[config.mk]
export PLATFORM = sky130hd
export DESIGN_NAME = ti_txt_record_parser_unit_flat
export DESIGN_NICKNAME = d
export VERILOG_FILES = /design/src/hw/rtl/titxt_pkg.sv /design/src/hw/rtl/titxt_ifs.sv /design/src/hw/rtl/ti_txt_record_parser_unit.sv /design/src/hw/rtl/titxt_decode.sv /design/src/hw/rtl/titxt_rqueue.sv /design/src/flat_wrapper.sv
export SDC_FILE = /design/constraint.sdc
export NUM_CORES = 1
export LEC_CHECK = 0
export BUFFER_PORTS_ARGS = -buffer_cell sky130_fd_sc_hd__buf_2
export CORE_MARGIN = 2
export CORE_UTILIZATION = 45
export CTS_BUF_LIST = sky130_fd_sc_hd__clkbuf_8
export DETAILED_ROUTE_END_ITERATION = 12
export GPL_ROUTABILITY_DRIVEN = 1
export PLACE_DENSITY = 0.62
export SKIP_LAST_GASP = 1
export SLEW_MARGIN = 0
export SYNTH_ARGS = -nofsm -noshare
export SYNTH_HDL_FRONTEND = slang
export SYNTH_SLANG_ARGS = --single-unit
[constraint.sdc]
create_clock -name clk -period 3.97 [get_ports clk]
set_input_delay 0.5955 -clock clk [delete_from_list [all_inputs] [get_ports clk]]
set_output_delay 0.5955 -clock clk [all_outputs]
set_load 0.05 [all_outputs]
[src/hw/rtl/titxt_pkg.sv]
// ----------------------------------------------------------------------------
// titxt_pkg
// Shared types, character codes and helpers for the TI-TXT record parser.
// ----------------------------------------------------------------------------
package titxt_pkg;

    localparam int LINE_BYTES  = 16;
    localparam int LD_W        = 6;
    localparam int AD_W        = 4;
    localparam int ADDR_DIGITS = 8;
    localparam int QDEPTH      = 4;
    localparam int QPTR_W      = $clog2(QDEPTH);
    localparam int QCNT_W      = $clog2(QDEPTH + 1);

    localparam logic [LD_W-1:0] LINE_DIGITS_MAX = LD_W'(2 * LINE_BYTES);
    localparam logic [31:0]     JUMP_ADDR       = 32'h0000_0201;

    localparam logic [7:0] CH_LF    = 8'd10;
    localparam logic [7:0] CH_SPACE = 8'h20;
    localparam logic [7:0] CH_AT    = 8'h40;
    localparam logic [7:0] CH_Q_LO  = 8'h71;
    localparam logic [7:0] CH_Q_UP  = 8'h51;

    typedef enum logic [1:0] {
        KIND_DATA  = 2'd0,
        KIND_CLOSE = 2'd1,
        KIND_END   = 2'd2,
        KIND_ERR   = 2'd3
    } titxt_kind_t;

    typedef enum logic [1:0] {
        LK_START,
        LK_ADDR,
        LK_ADDR_TAIL,
        LK_DATA
    } titxt_line_t;

    typedef struct packed {
        titxt_kind_t kind;
        logic [31:0] address;
        logic [7:0]  value;
        logic [31:0] count;
        logic        last;
    } titxt_res_t;

    typedef struct packed {
        logic [1:0] n;
        titxt_res_t r0;
        titxt_res_t r1;
    } titxt_push_t;

    typedef struct packed {
        logic       ok;
        logic [3:0] val;
    } titxt_hex_t;

    function automatic titxt_hex_t hex_decode(input logic [7:0] c);
        titxt_hex_t h;
        h.ok  = 1'b1;
        h.val = 4'd0;
        if (c >= 8'h30 && c <= 8'h39)
        begin
            h.val = 4'(c - 8'h30);
        end
        else if (c >= 8'h61 && c <= 8'h66)
        begin
            h.val = 4'(c - 8'h57);
        end
        else if (c >= 8'h41 && c <= 8'h46)
        begin
            h.val = 4'(c - 8'h37);
        end
        else
        begin
            h.ok = 1'b0;
        end
        return h;
    endfunction

endpackage

[src/hw/rtl/titxt_ifs.sv]
// ----------------------------------------------------------------------------
// titxt_ifs
// Valid/ready channels for the character input and the result output.
// ----------------------------------------------------------------------------
interface titxt_char_if;
    logic       valid;
    logic       ready;
    logic [7:0] ch;

    modport source (output valid, output ch, input ready);
    modport sink   (input valid, input ch, output ready);
endinterface

interface titxt_res_if;
    logic        valid;
    logic        ready;
    logic [1:0]  kind;
    logic [31:0] address;
    logic [7:0]  value;
    logic [31:0] count;
    logic        last;

    modport source (output valid, output kind, output address, output value,
                    output count, output last, input ready);
    modport sink   (input valid, input kind, input address, input value,
                    input count, input last, output ready);
endinterface

[src/hw/rtl/ti_txt_record_parser_unit.sv]
// ----------------------------------------------------------------------------
// ti_txt_record_parser_unit
// TI-TXT image decoder, one character per word.
//
// chr carries one ASCII character per word; res carries result words
// (kind, address, value, count, last). A character yields no, one or two
// result words; last marks the final word a character caused.
// The decoder state updates in the cycle a character is accepted and the
// results land in a four-word queue, so a result is registered in the
// queue before it is offered on res.
// Throughput is one character per cycle; the queue write port (two words)
// and its depth decide this: chr.ready stays high while at least two
// entries are free.
// When res stalls the queue fills and chr.ready drops; nothing is lost.
// Reset clears the line state, the open record and the queue. After an
// error or an image end the decoder keeps taking characters but gives no
// further results until reset.
// ----------------------------------------------------------------------------
module ti_txt_record_parser_unit
    import titxt_pkg::*;
(
    input  logic        clk,
    input  logic        rst_n,
    titxt_char_if.sink  chr,
    titxt_res_if.source res
);

    titxt_push_t push;
    logic        room;
    logic        accept;
    logic        stopped;

    assign chr.ready = room;
    assign accept    = chr.valid && room;

    titxt_decode u_decode
    (
        .clk     (clk),
        .rst_n   (rst_n),
        .accept  (accept),
        .ch      (chr.ch),
        .push    (push),
        .stopped (stopped)
    );

    titxt_rqueue u_rqueue
    (
        .clk   (clk),
        .rst_n (rst_n),
        .push  (push),
        .room  (room),
        .res   (res)
    );

    a_silent_when_stopped: assert property (@(posedge clk) disable iff (!rst_n)
        stopped |-> push.n == 2'd0)
        else $error("result produced after decoder stopped");

    a_pair_is_close_end: assert property (@(posedge clk) disable iff (!rst_n)
        push.n == 2'd2 |-> push.r0.kind == KIND_CLOSE && push.r1.kind == KIND_END)
        else $error("two-word result is not close then end");

    a_result_offered: assert property (@(posedge clk) disable iff (!rst_n)
        push.n != 2'd0 |=> res.valid)
        else $error("queued result not offered");

    a_stop_after_final: assert property (@(posedge clk) disable iff (!rst_n)
        (push.n != 2'd0 && (push.r0.kind == KIND_ERR
            || (push.n == 2'd1 && push.r0.kind == KIND_END)
            || push.n == 2'd2)) |=> stopped)
        else $error("decoder not stopped after error or image end");

endmodule

[src/hw/rtl/titxt_decode.sv]
// ----------------------------------------------------------------------------
// titxt_decode
// Line state and record tracking; turns each accepted character into zero,
// one or two result words.
// ----------------------------------------------------------------------------
module titxt_decode
    import titxt_pkg::*;
(
    input  logic        clk,
    input  logic        rst_n,
    input  logic        accept,
    input  logic [7:0]  ch,
    output titxt_push_t push,
    output logic        stopped
);

    titxt_line_t     line_kind_reg, line_kind_next;
    logic            record_open_reg, record_open_next;
    logic [31:0]     record_start_reg, record_start_next;
    logic [31:0]     record_count_reg, record_count_next;
    logic [LD_W-1:0] line_digits_reg, line_digits_next;
    logic [3:0]      high_nibble_reg, high_nibble_next;
    logic [31:0]     addr_accum_reg, addr_accum_next;
    logic [AD_W-1:0] addr_digits_reg, addr_digits_next;
    logic            stopped_reg, stopped_next;
    logic            err_hit;
    logic            is_q;
    titxt_hex_t      hv;

    assign hv      = hex_decode(ch);
    assign is_q    = (ch == CH_Q_LO) || (ch == CH_Q_UP);
    assign stopped = stopped_reg;

    // datapath and result words
    always_comb
    begin
        logic            do_data;
        logic [LD_W-1:0] d_digits;
        logic [3:0]      d_hn;
        titxt_res_t      close_res;
        titxt_res_t      end_res;

        record_open_next  = record_open_reg;
        record_start_next = record_start_reg;
        record_count_next = record_count_reg;
        line_digits_next  = line_digits_reg;
        high_nibble_next  = high_nibble_reg;
        addr_accum_next   = addr_accum_reg;
        addr_digits_next  = addr_digits_reg;
        stopped_next      = stopped_reg;
        push              = '0;
        err_hit           = 1'b0;
        do_data           = 1'b0;
        d_digits          = line_digits_reg;
        d_hn              = high_nibble_reg;

        close_res         = '0;
        close_res.kind    = KIND_CLOSE;
        close_res.address = record_start_reg;
        close_res.count   = record_count_reg;
        end_res           = '0;
        end_res.kind      = KIND_END;
        end_res.address   = JUMP_ADDR;

        if (accept && !stopped_reg)
        begin
            case (line_kind_reg) inside
                LK_START:
                begin
                    if (ch == CH_LF)
                    begin
                    end
                    else if (ch == CH_AT)
                    begin
                        if (record_open_reg)
                        begin
                            push.n  = 2'd1;
                            push.r0 = close_res;
                        end
                        record_open_next = 1'b0;
                        addr_accum_next  = '0;
                        addr_digits_next = '0;
                    end
                    else if (is_q)
                    begin
                        if (record_open_reg)
                        begin
                            push.n  = 2'd2;
                            push.r0 = close_res;
                            push.r1 = end_res;
                        end
                        else
                        begin
                            push.n  = 2'd1;
                            push.r0 = end_res;
                        end
                        record_open_next = 1'b0;
                        stopped_next     = 1'b1;
                    end
                    else if (!record_open_reg)
                    begin
                        err_hit = 1'b1;
                    end
                    else
                    begin
                        do_data          = 1'b1;
                        d_digits         = '0;
                        d_hn             = '0;
                        line_digits_next = '0;
                        high_nibble_next = '0;
                    end
                end
                LK_ADDR, LK_ADDR_TAIL:
                begin
                    if (ch == CH_LF)
                    begin
                        if (addr_digits_reg == '0)
                        begin
                            err_hit = 1'b1;
                        end
                        else
                        begin
                            record_open_next  = 1'b1;
                            record_start_next = addr_accum_reg;
                            record_count_next = '0;
                        end
                    end
                    else if (line_kind_reg == LK_ADDR && hv.ok)
                    begin
                        if (addr_digits_reg >= AD_W'(ADDR_DIGITS))
                        begin
                            err_hit = 1'b1;
                        end
                        else
                        begin
                            addr_accum_next  = {addr_accum_reg[27:0], hv.val};
                            addr_digits_next = addr_digits_reg + 1'b1;
                        end
                    end
                end
                default:
                begin
                    if (ch == CH_LF)
                    begin
                        if (line_digits_reg[0])
                        begin
                            err_hit = 1'b1;
                        end
                        else if (line_digits_reg[LD_W-1:1] < (LD_W-1)'(LINE_BYTES)
                                 && record_open_reg)
                        begin
                            push.n           = 2'd1;
                            push.r0          = close_res;
                            record_open_next = 1'b0;
                        end
                    end
                    else
                    begin
                        do_data = 1'b1;
                    end
                end
            endcase

            if (do_data && ch != CH_SPACE)
            begin
                if (!hv.ok || d_digits >= LINE_DIGITS_MAX)
                begin
                    err_hit = 1'b1;
                end
                else
                begin
                    line_digits_next = d_digits + 1'b1;
                    if (!d_digits[0])
                    begin
                        high_nibble_next = hv.val;
                    end
                    else
                    begin
                        push.n            = 2'd1;
                        push.r0.kind      = KIND_DATA;
                        push.r0.address   = record_start_reg + record_count_reg;
                        push.r0.value     = {d_hn, hv.val};
                        record_count_next = record_count_reg + 32'd1;
                    end
                end
            end

            if (err_hit)
            begin
                push.n       = 2'd1;
                push.r0      = '0;
                push.r0.kind = KIND_ERR;
                stopped_next = 1'b1;
            end
        end

        push.r0.last = (push.n == 2'd1);
        push.r1.last = 1'b1;
    end

    // line state
    always_comb
    begin
        line_kind_next = line_kind_reg;
        if (accept && !stopped_reg)
        begin
            if (err_hit)
            begin
                line_kind_next = LK_START;
            end
            else
            begin
                unique case (line_kind_reg) inside
                    LK_START:
                    begin
                        if (ch == CH_AT)
                            line_kind_next = LK_ADDR;
                        else if (ch != CH_LF && !is_q)
                            line_kind_next = LK_DATA;
                    end
                    LK_ADDR, LK_ADDR_TAIL:
                    begin
                        if (ch == CH_LF)
                            line_kind_next = LK_START;
                        else if (line_kind_reg == LK_ADDR && !hv.ok
                                 && !(ch == CH_SPACE && addr_digits_reg == '0))
                            line_kind_next = LK_ADDR_TAIL;
                    end
                    LK_DATA:
                    begin
                        if (ch == CH_LF)
                            line_kind_next = LK_START;
                    end
                endcase
            end
        end
    end

    always_ff @(posedge clk or negedge rst_n)
    begin
        if (!rst_n)
        begin
            line_kind_reg    <= LK_START;
            record_open_reg  <= 1'b0;
            record_start_reg <= '0;
            record_count_reg <= '0;
            line_digits_reg  <= '0;
            high_nibble_reg  <= '0;
            addr_accum_reg   <= '0;
            addr_digits_reg  <= '0;
            stopped_reg      <= 1'b0;
        end
        else
        begin
            line_kind_reg    <= line_kind_next;
            record_open_reg  <= record_open_next;
            record_start_reg <= record_start_next;
            record_count_reg <= record_count_next;
            line_digits_reg  <= line_digits_next;
            high_nibble_reg  <= high_nibble_next;
            addr_accum_reg   <= addr_accum_next;
            addr_digits_reg  <= addr_digits_next;
            stopped_reg      <= stopped_next;
        end
    end

endmodule

[src/hw/rtl/titxt_rqueue.sv]
// ----------------------------------------------------------------------------
// titxt_rqueue
// Small result queue: takes up to two words a cycle, hands out one.
// ----------------------------------------------------------------------------
module titxt_rqueue
    import titxt_pkg::*;
(
    input  logic        clk,
    input  logic        rst_n,
    input  titxt_push_t push,
    output logic        room,
    titxt_res_if.source res
);

    titxt_res_t        mem [QDEPTH];
    logic [QPTR_W-1:0] wr_ptr_reg, wr_ptr_next;
    logic [QPTR_W-1:0] rd_ptr_reg, rd_ptr_next;
    logic [QCNT_W-1:0] count_reg, count_next;
    logic [QPTR_W-1:0] wr_ptr_p1;
    logic              pop;
    titxt_res_t        head;

    assign room      = (count_reg <= QCNT_W'(QDEPTH - 2));
    assign pop       = res.valid && res.ready;
    assign wr_ptr_p1 = wr_ptr_reg + 1'b1;
    assign head      = mem[rd_ptr_reg];

    assign res.valid   = (count_reg != '0);
    assign res.kind    = head.kind;
    assign res.address = head.address;
    assign res.value   = head.value;
    assign res.count   = head.count;
    assign res.last    = head.last;

    always_comb
    begin
        wr_ptr_next = wr_ptr_reg + QPTR_W'(push.n);
        rd_ptr_next = rd_ptr_reg + QPTR_W'(pop);
        count_next  = count_reg + QCNT_W'(push.n) - QCNT_W'(pop);
    end

    always_ff @(posedge clk)
    begin
        if (push.n != 2'd0)
            mem[wr_ptr_reg] <= push.r0;
        if (push.n == 2'd2)
            mem[wr_ptr_p1] <= push.r1;
    end

    always_ff @(posedge clk or negedge rst_n)
    begin
        if (!rst_n)
        begin
            wr_ptr_reg <= '0;
            rd_ptr_reg <= '0;
            count_reg  <= '0;
        end
        else
        begin
            wr_ptr_reg <= wr_ptr_next;
            rd_ptr_reg <= rd_ptr_next;
            count_reg  <= count_next;
        end
    end

endmodule
[src/flat_wrapper.sv]
// flat-port wrapper written by rule: the top's interface ports become plain ports
module ti_txt_record_parser_unit_flat import titxt_pkg::*;
  (clk, rst_n, chr_valid, chr_ch, chr_ready, res_valid, res_kind, res_address, res_value, res_count, res_last, res_ready);
  titxt_char_if chr_i ();
  titxt_res_if res_i ();
  input  logic clk;
  input  logic rst_n;
  input wire logic [$bits(chr_i.valid)-1:0] chr_valid;
  input wire logic [$bits(chr_i.ch)-1:0] chr_ch;
  output wire logic [$bits(chr_i.ready)-1:0] chr_ready;
  output wire logic [$bits(res_i.valid)-1:0] res_valid;
  output wire logic [$bits(res_i.kind)-1:0] res_kind;
  output wire logic [$bits(res_i.address)-1:0] res_address;
  output wire logic [$bits(res_i.value)-1:0] res_value;
  output wire logic [$bits(res_i.count)-1:0] res_count;
  output wire logic [$bits(res_i.last)-1:0] res_last;
  input wire logic [$bits(res_i.ready)-1:0] res_ready;
  assign chr_i.valid = chr_valid;
  assign chr_i.ch = chr_ch;
  assign chr_ready = chr_i.ready;
  assign res_valid = res_i.valid;
  assign res_kind = res_i.kind;
  assign res_address = res_i.address;
  assign res_value = res_i.value;
  assign res_count = res_i.count;
  assign res_last = res_i.last;
  assign res_i.ready = res_ready;
  ti_txt_record_parser_unit u_core (.clk(clk), .rst_n(rst_n), .chr(chr_i), .res(res_i));
endmodule
==> results.sh, run 1 <==
export IMPL_netlist_area_um2=19400
export IMPL_ant_nets=0
export IMPL_synthMuxAreaShare_pct=9.18
export IMPL_grt_pass1_vias=15600
export IMPL_antenna_found_initial=0
export IMPL_htree_levels=3
export IMPL_rsz0062_at_grt="false"
export IMPL_critical_path_required_ns=4.29
export IMPL_io_buffer_count=88
export IMPL_fin_total_pwr_mw=9.95
export IMPL_place_area_um2=20700
export IMPL_maxSlewHeadroom_pct=19.5
export IMPL_num_vias=16000
export IMPL_largest_reg_flops=300
export IMPL_finalSetupViolCount=0
export IMPL_dieHeight_um=211
export IMPL_diodes=0
export IMPL_reg2reg_slack_ns=0.29
export IMPL_worst_skew_pair_late_latency_ns=0.64
export IMPL_initial_utilization_pct=45.9
export IMPL_pwr_density_cell_nw_per_um2=449
export IMPL_synth_xor_xnor_area_share_pct=1.49
export IMPL_crit_chain="inv_1 -> ha_1 -> o311ai_2 -> or2_2 -> and2_2 -> inv_2 -> or3_4 -> a31oi_4 -> a21oi_1 -> buf_4 -> nor2_1 -> a21oi_1 -> inv_1"
export IMPL_top_register="u_core.u_rqueue.mem"
export IMPL_synthFlopType="dfxtp_1"
export IMPL_synth_edf_count=12
export IMPL_area_delta_synth_final_pct=14.4
export IMPL_yosys_register_bits=421
export IMPL_yosysWarnings=0
export IMPL_drtIter0Drc=1384
export IMPL_r2r_end="u_core.u_rqueue.mem[3][74]"
export IMPL_slew_violations=0
export IMPL_clk_pin_slew_ns=0.07
export IMPL_worst_pin_slew_ns=1.21
export IMPL_io_pins=89
export IMPL_grt_pass1_wl_um=86900
export IMPL_dr_pass1_iters=5
export IMPL_critPathMaxFanout=11
export IMPL_track_usage_pct=24.7
export IMPL_synth_compound_area_share_pct=18.8
export IMPL_placedCellCount=2565
export IMPL_synthCells=2013
export IMPL_final_min_clock_period_ns=3.68
export IMPL_synthArstFlopShare_pct=28.7
export IMPL_status="complete, no violations"
export IMPL_leakage_nw=9.05
export IMPL_cp_slowest_stage_delay_ns=0.92
export IMPL_numCtsBuffers=75
export IMPL_cts_resized=0
export IMPL_gp_congestion=0.912
export IMPL_nets=2165
export IMPL_gr_total_overflow=0
export IMPL_drc=0
export IMPL_drive_above_1_share_pct=17.8
export IMPL_root_buffer="clkbuf_8"
export IMPL_postLayoutCoreUtil_pct=52.4
export IMPL_clock_sinks=421
export IMPL_core_um2=42200
export IMPL_cts_tree="yes"
export IMPL_synth_top_family_by_area="compound AO/OA/AOI/OAI gates"
export IMPL_finClkSkew_ns=0.0278
export IMPL_start_kind="flip-flop"
export IMPL_yosys_area_share_simple_pct=16.1
export IMPL_ys_seq_area_share_pct=47.3
export IMPL_synth_adder_area_share_pct=3.31
export IMPL_grt_max_degree=65
export IMPL_critPathKind="reg2reg"
export IMPL_synth_distinct_cells=83
export IMPL_dieArea_um2=44700
export IMPL_drv_cap=0
export IMPL_wl_per_cell_um=20.2
export IMPL_clockBufferDepth=3
export IMPL_place_hpwl_um=36500
export IMPL_critPathArrivalTime_ns=4.00
export IMPL_cts_hold_buf=0
export IMPL_num_rows=75
export IMPL_hold_path_class="in2async"
export IMPL_peakVddDrop_v=0.000239
export IMPL_drt_wl_total_um=54600
export IMPL_syn_nets=2075
export IMPL_fin_cells=2696
export IMPL_stdcell_area_um2=22100
export IMPL_die_w_um=211
export IMPL_timing_fmax_mhz=272
export IMPL_r2r_cells=13
export IMPL_fin_crit_sh_pct=92.6
export IMPL_cp_num_buf_inv=4
export IMPL_reg2reg_from="u_core.u_decode.line_kind_reg[0]"
export IMPL_viasPerCell=5.93
export IMPL_postCtsSetupBuffers=0
export IMPL_worstSetupEndpointType="flip-flop"
export IMPL_syn_mean_instance_area_um2=9.62
export IMPL_cpMaxStageDelayCell="a21oi_1"
export IMPL_cp_top_family="compound AO/OA/AOI/OAI gates"
export IMPL_finalHoldViolations=0
## layer usage
layer  global-route usage, %  wire (um)
met2                    39.7      25900
met4                    8.67       1260
met3                    4.02       2930
met5                       0          0
met1                    33.8      24500
## cells by family after synthesis
group | after synthesis
adder cells (fa/ha/maj) | 50
XOR/XNOR | 33
AND/OR/NAND/NOR | 653
multiplexers | 83
AO/OA/AOI/OAI | 591
flip-flops | 421
buffers and inverters | 182
## synth_stat cells, drive strengths merged, types with 5 or more instances
master / instances / area share (%)
o211ai: 6 / 0.23
dfxtp: 288 / 30
ha: 48 / 3.1
nand2: 223 / 4.4
nand3b: 5 / 0.19
a21oi: 56 / 1.5
a32o: 7 / 0.36
and3: 15 / 0.48
dfrtp: 121 / 16
a22o: 79 / 3.6
buf: 55 / 1.3
nand2b: 7 / 0.23
xor2: 16 / 0.72
or3: 6 / 0.22
o31ai: 12 / 0.47
clkbuf: 98 / 1.9
a211oi: 6 / 0.26
a31oi: 20 / 0.72
a22oi: 15 / 0.58
a21o: 21 / 0.85
o21ai: 333 / 8.6
o21bai: 5 / 0.19
nor4: 8 / 0.37
nand4: 14 / 0.45
nor3: 18 / 0.49
nand3: 258 / 6.7
mux4: 75 / 8.7
nor2: 66 / 1.4
and2: 9 / 0.30
xnor2: 17 / 0.77
edfxtp: 12 / 1.9
inv: 29 / 0.56
mux2i: 5 / 0.26
## per-stage QoR
step | hold WS (ns) | TNS (ns) | worst slack, ns
global placement | 0.436 | -0.713 | -0.143
CTS | 0.0527 | 0 | 0.324
global route | 0.119 | 0 | 0.0307
detailed placement | 0.449 | -2.13 | -0.247
floorplan | 0.300 | 0 | 0.115
finish | 0.0763 | 0 | 0.295
## worst max-delay path by stage
stage                                        end  depth (start not counted)                             start
floorplan           u_core.u_rqueue.count_reg[2]                         17                         chr_ch[2]
global placement      u_core.u_rqueue.mem[0][41]                         12                         chr_ch[0]
detailed placement    u_core.u_rqueue.mem[0][74]                         12                         chr_ch[0]
CTS                   u_core.u_rqueue.mem[0][50]                         13  u_core.u_decode.line_kind_reg[0]
global route          u_core.u_rqueue.mem[3][74]                         13  u_core.u_decode.line_kind_reg[1]
finish                u_core.u_rqueue.mem[3][74]                         13  u_core.u_decode.line_kind_reg[0]
## cell type report
class	instances	area [um^2]
well taps	539	674
multi-input cells	1410	9530
clock inverters	43	263
repair buffers	166	1190
flip-flops and latches	421	9160
clock buffers	88	1210
inverters	29	109
fillers	3816	20100
## where the power goes
part	leakage, nW	switching, mW	internal [mW]
Sequential	4.09	0.292	4.35
Clock	0.867	1.83	2.16
Combinational	4.09	0.756	0.562
## cells in the final DEF (no fill, tap or decap), types with 12 or more instances in the layout
cell type and instances:
a21o_1 20, a21oi_1 55, a22o_1 79, a22oi_1 15
a31oi_1 19, and3_1 15, buf_12 13, buf_2 87
buf_4 66, clkbuf_8 88, dfrtp_1 119, dfxtp_1 288
edfxtp_1 12, ha_1 48, inv_1 56, mux4_2 75
nand2_1 215, nand3_1 258, nand4_1 14, nor2_1 60
nor3_1 15, o21ai_0 87, o21ai_1 246, o31ai_1 12
xnor2_1 17, xor2_1 16
No activity file was read; power rests on OpenSTA's default activity.
==> inputs of run 2 (changes only) <==
--- a/config.mk
+++ b/config.mk
@@ -12,6 +12,7 @@
 export DETAILED_ROUTE_END_ITERATION = 12
 export GPL_ROUTABILITY_DRIVEN = 1
 export PLACE_DENSITY = 0.62
+export RECOVER_POWER = 25
 export SKIP_LAST_GASP = 1
 export SLEW_MARGIN = 0
 export SYNTH_ARGS = -nofsm -noshare
==> results.sh, run 2 (synthesized netlist as in run 1, its figures left out) <==
export IMPL_status="complete, but fails checks"
export IMPL_violations="max-capacitance violations, max-slew violations"
export IMPL_numCtsBuffers=75
export IMPL_root_buffer="clkbuf_8"
export IMPL_leakage_nw=9.01
export IMPL_cts_resized=0
export IMPL_timing_fmax_mhz=273
export IMPL_gr_total_overflow=0
export IMPL_clockBufferDepth=3
export IMPL_wl_per_cell_um=20.3
export IMPL_dieHeight_um=211
export IMPL_stdcell_area_um2=22100
export IMPL_fin_crit_sh_pct=92.3
export IMPL_rsz0062_at_grt="false"
export IMPL_nets=2165
export IMPL_pwr_density_cell_nw_per_um2=450
export IMPL_peakVddDrop_v=0.000239
export IMPL_io_pins=89
export IMPL_placedCellCount=2565
export IMPL_dieArea_um2=44700
export IMPL_finalSetupViolCount=0
export IMPL_multi_input_area_um2=9520
export IMPL_largest_reg_flops=300
export IMPL_postLayoutCoreUtil_pct=52.3
export IMPL_hold_slack_ns=0.365
export IMPL_critPathKind="reg2reg"
export IMPL_clk_pin_slew_ns=0.06
export IMPL_place_area_um2=20700
export IMPL_cts_hold_buf=0
export IMPL_grt_pass1_vias=15600
export IMPL_worstSetupEndpointType="flip-flop"
export IMPL_track_usage_pct=24.7
export IMPL_final_min_clock_period_ns=3.66
export IMPL_fin_total_pwr_mw=9.94
export IMPL_final_common_cell="dfxtp_1"
export IMPL_postCtsSetupBuffers=0
export IMPL_slew_violations=61
export IMPL_start_kind="flip-flop"
export IMPL_dr_pass1_iters=5
export IMPL_fin_cells=2696
export IMPL_antenna_found_initial=0
export IMPL_die_w_um=211
export IMPL_critPathArrivalTime_ns=3.99
export IMPL_setup_slack_ns=0.306
export IMPL_initial_utilization_pct=45.9
export IMPL_gp_congestion=0.912
export IMPL_num_rows=75
export IMPL_worst_pin_slew_ns=3.55
export IMPL_layout_area_seq_um2=9160
export IMPL_drive_above_1_share_pct=17.2
export IMPL_viasPerCell=5.92
export IMPL_hold_path_class="in2reg"
export IMPL_cts_tree="yes"
export IMPL_worst_skew_pair_late_latency_ns=0.65
export IMPL_final_cell_mix="dfxtp_1, nand3_1, o21ai_1"
export IMPL_top_register="u_core.u_rqueue.mem"
export IMPL_htree_levels=3
export IMPL_critPathMaxFanout=11
export IMPL_place_hpwl_um=36500
export IMPL_dp_slack_ns=-0.247
export IMPL_drt_wl_total_um=54700
export IMPL_maxSlewHeadroom_pct=-136
export IMPL_grt_pass1_wl_um=86900
export IMPL_ant_nets=0
export IMPL_drc=0
export IMPL_grt_max_degree=65
export IMPL_fin_tns_setup_ns=0
export IMPL_diodes=0
export IMPL_finalHoldViolations=0
export IMPL_drv_cap=1
export IMPL_core_um2=42200
export IMPL_drtIter0Drc=1393
export IMPL_fill_cells=3827
export IMPL_finClkSkew_ns=0.0286
export IMPL_critical_path_required_ns=4.29
export IMPL_area_delta_synth_final_pct=14.1
export IMPL_clock_sinks=421
export IMPL_num_vias=16000
export IMPL_io_buffer_count=88
[run 2: changes by cell type in the layout (fill, tap and decap cells not counted), sizes merged]
cell    change
clkbuf     +12
buf        -12
[run 2: layout make-up]
class                   count  share of cell area, %
multi-input cells        1410                   43.1
flip-flops and latches    421                   41.5
clock buffers              88                   5.48
repair buffers            166                   5.23
well taps                 539                   3.05
clock inverters            43                   1.19
inverters                  29                  0.493
[run 2: per-layer routing]
layer | track usage, % | wire length (um)
met2 | 39.7 | 25800
met5 | 0 | 0
met3 | 4.02 | 2960
met1 | 33.8 | 24700
met4 | 8.67 | 1270
[run 2: report_power, final]
| part | total (mW) | switching [mW] | internal [mW] | leakage, nW |
|---|---|---|---|---|
| clock | 3.98 | 1.83 | 2.16 | 0.867 |
| combinational | 1.31 | 0.757 | 0.557 | 4.05 |
| sequential | 4.64 | 0.293 | 4.35 | 4.09 |
| total | 9.94 | 2.88 | 7.07 | 9.01 |
[run 2: path summary, 6_finish.rpt]
path                                                  start                                    to  slack, ns  cells past startpoint
setup / recovery           u_core.u_decode.line_kind_reg[0]            u_core.u_rqueue.mem[3][74]       0.31                     13
hold / removal                                    res_ready         u_core.u_rqueue.rd_ptr_reg[0]       0.36                      3
setup reg to reg           u_core.u_decode.line_kind_reg[0]            u_core.u_rqueue.mem[3][74]       0.31                     13
hold reg to reg                  u_core.u_rqueue.mem[2][20]            u_core.u_rqueue.mem[2][20]       0.46                      2
max in group asynchronous                             rst_n  u_core.u_decode.record_start_reg[13]       0.71                      2
min in group asynchronous                             rst_n    u_core.u_decode.addr_accum_reg[15]       1.18                      1
[run 2: worst max-delay path: stages, from the launching register on]
cell	delay (ns)
dfrtp_1	0.42
inv_1	0.08
ha_1	0.28
o311ai_2	0.17
or2_2	0.34
and2_2	0.22
inv_2	0.09
or3_4	0.16
a31oi_4	0.09
a21oi_1	0.16
buf_4	0.15
nor2_1	0.05
a21oi_1	0.91
inv_1	0.23
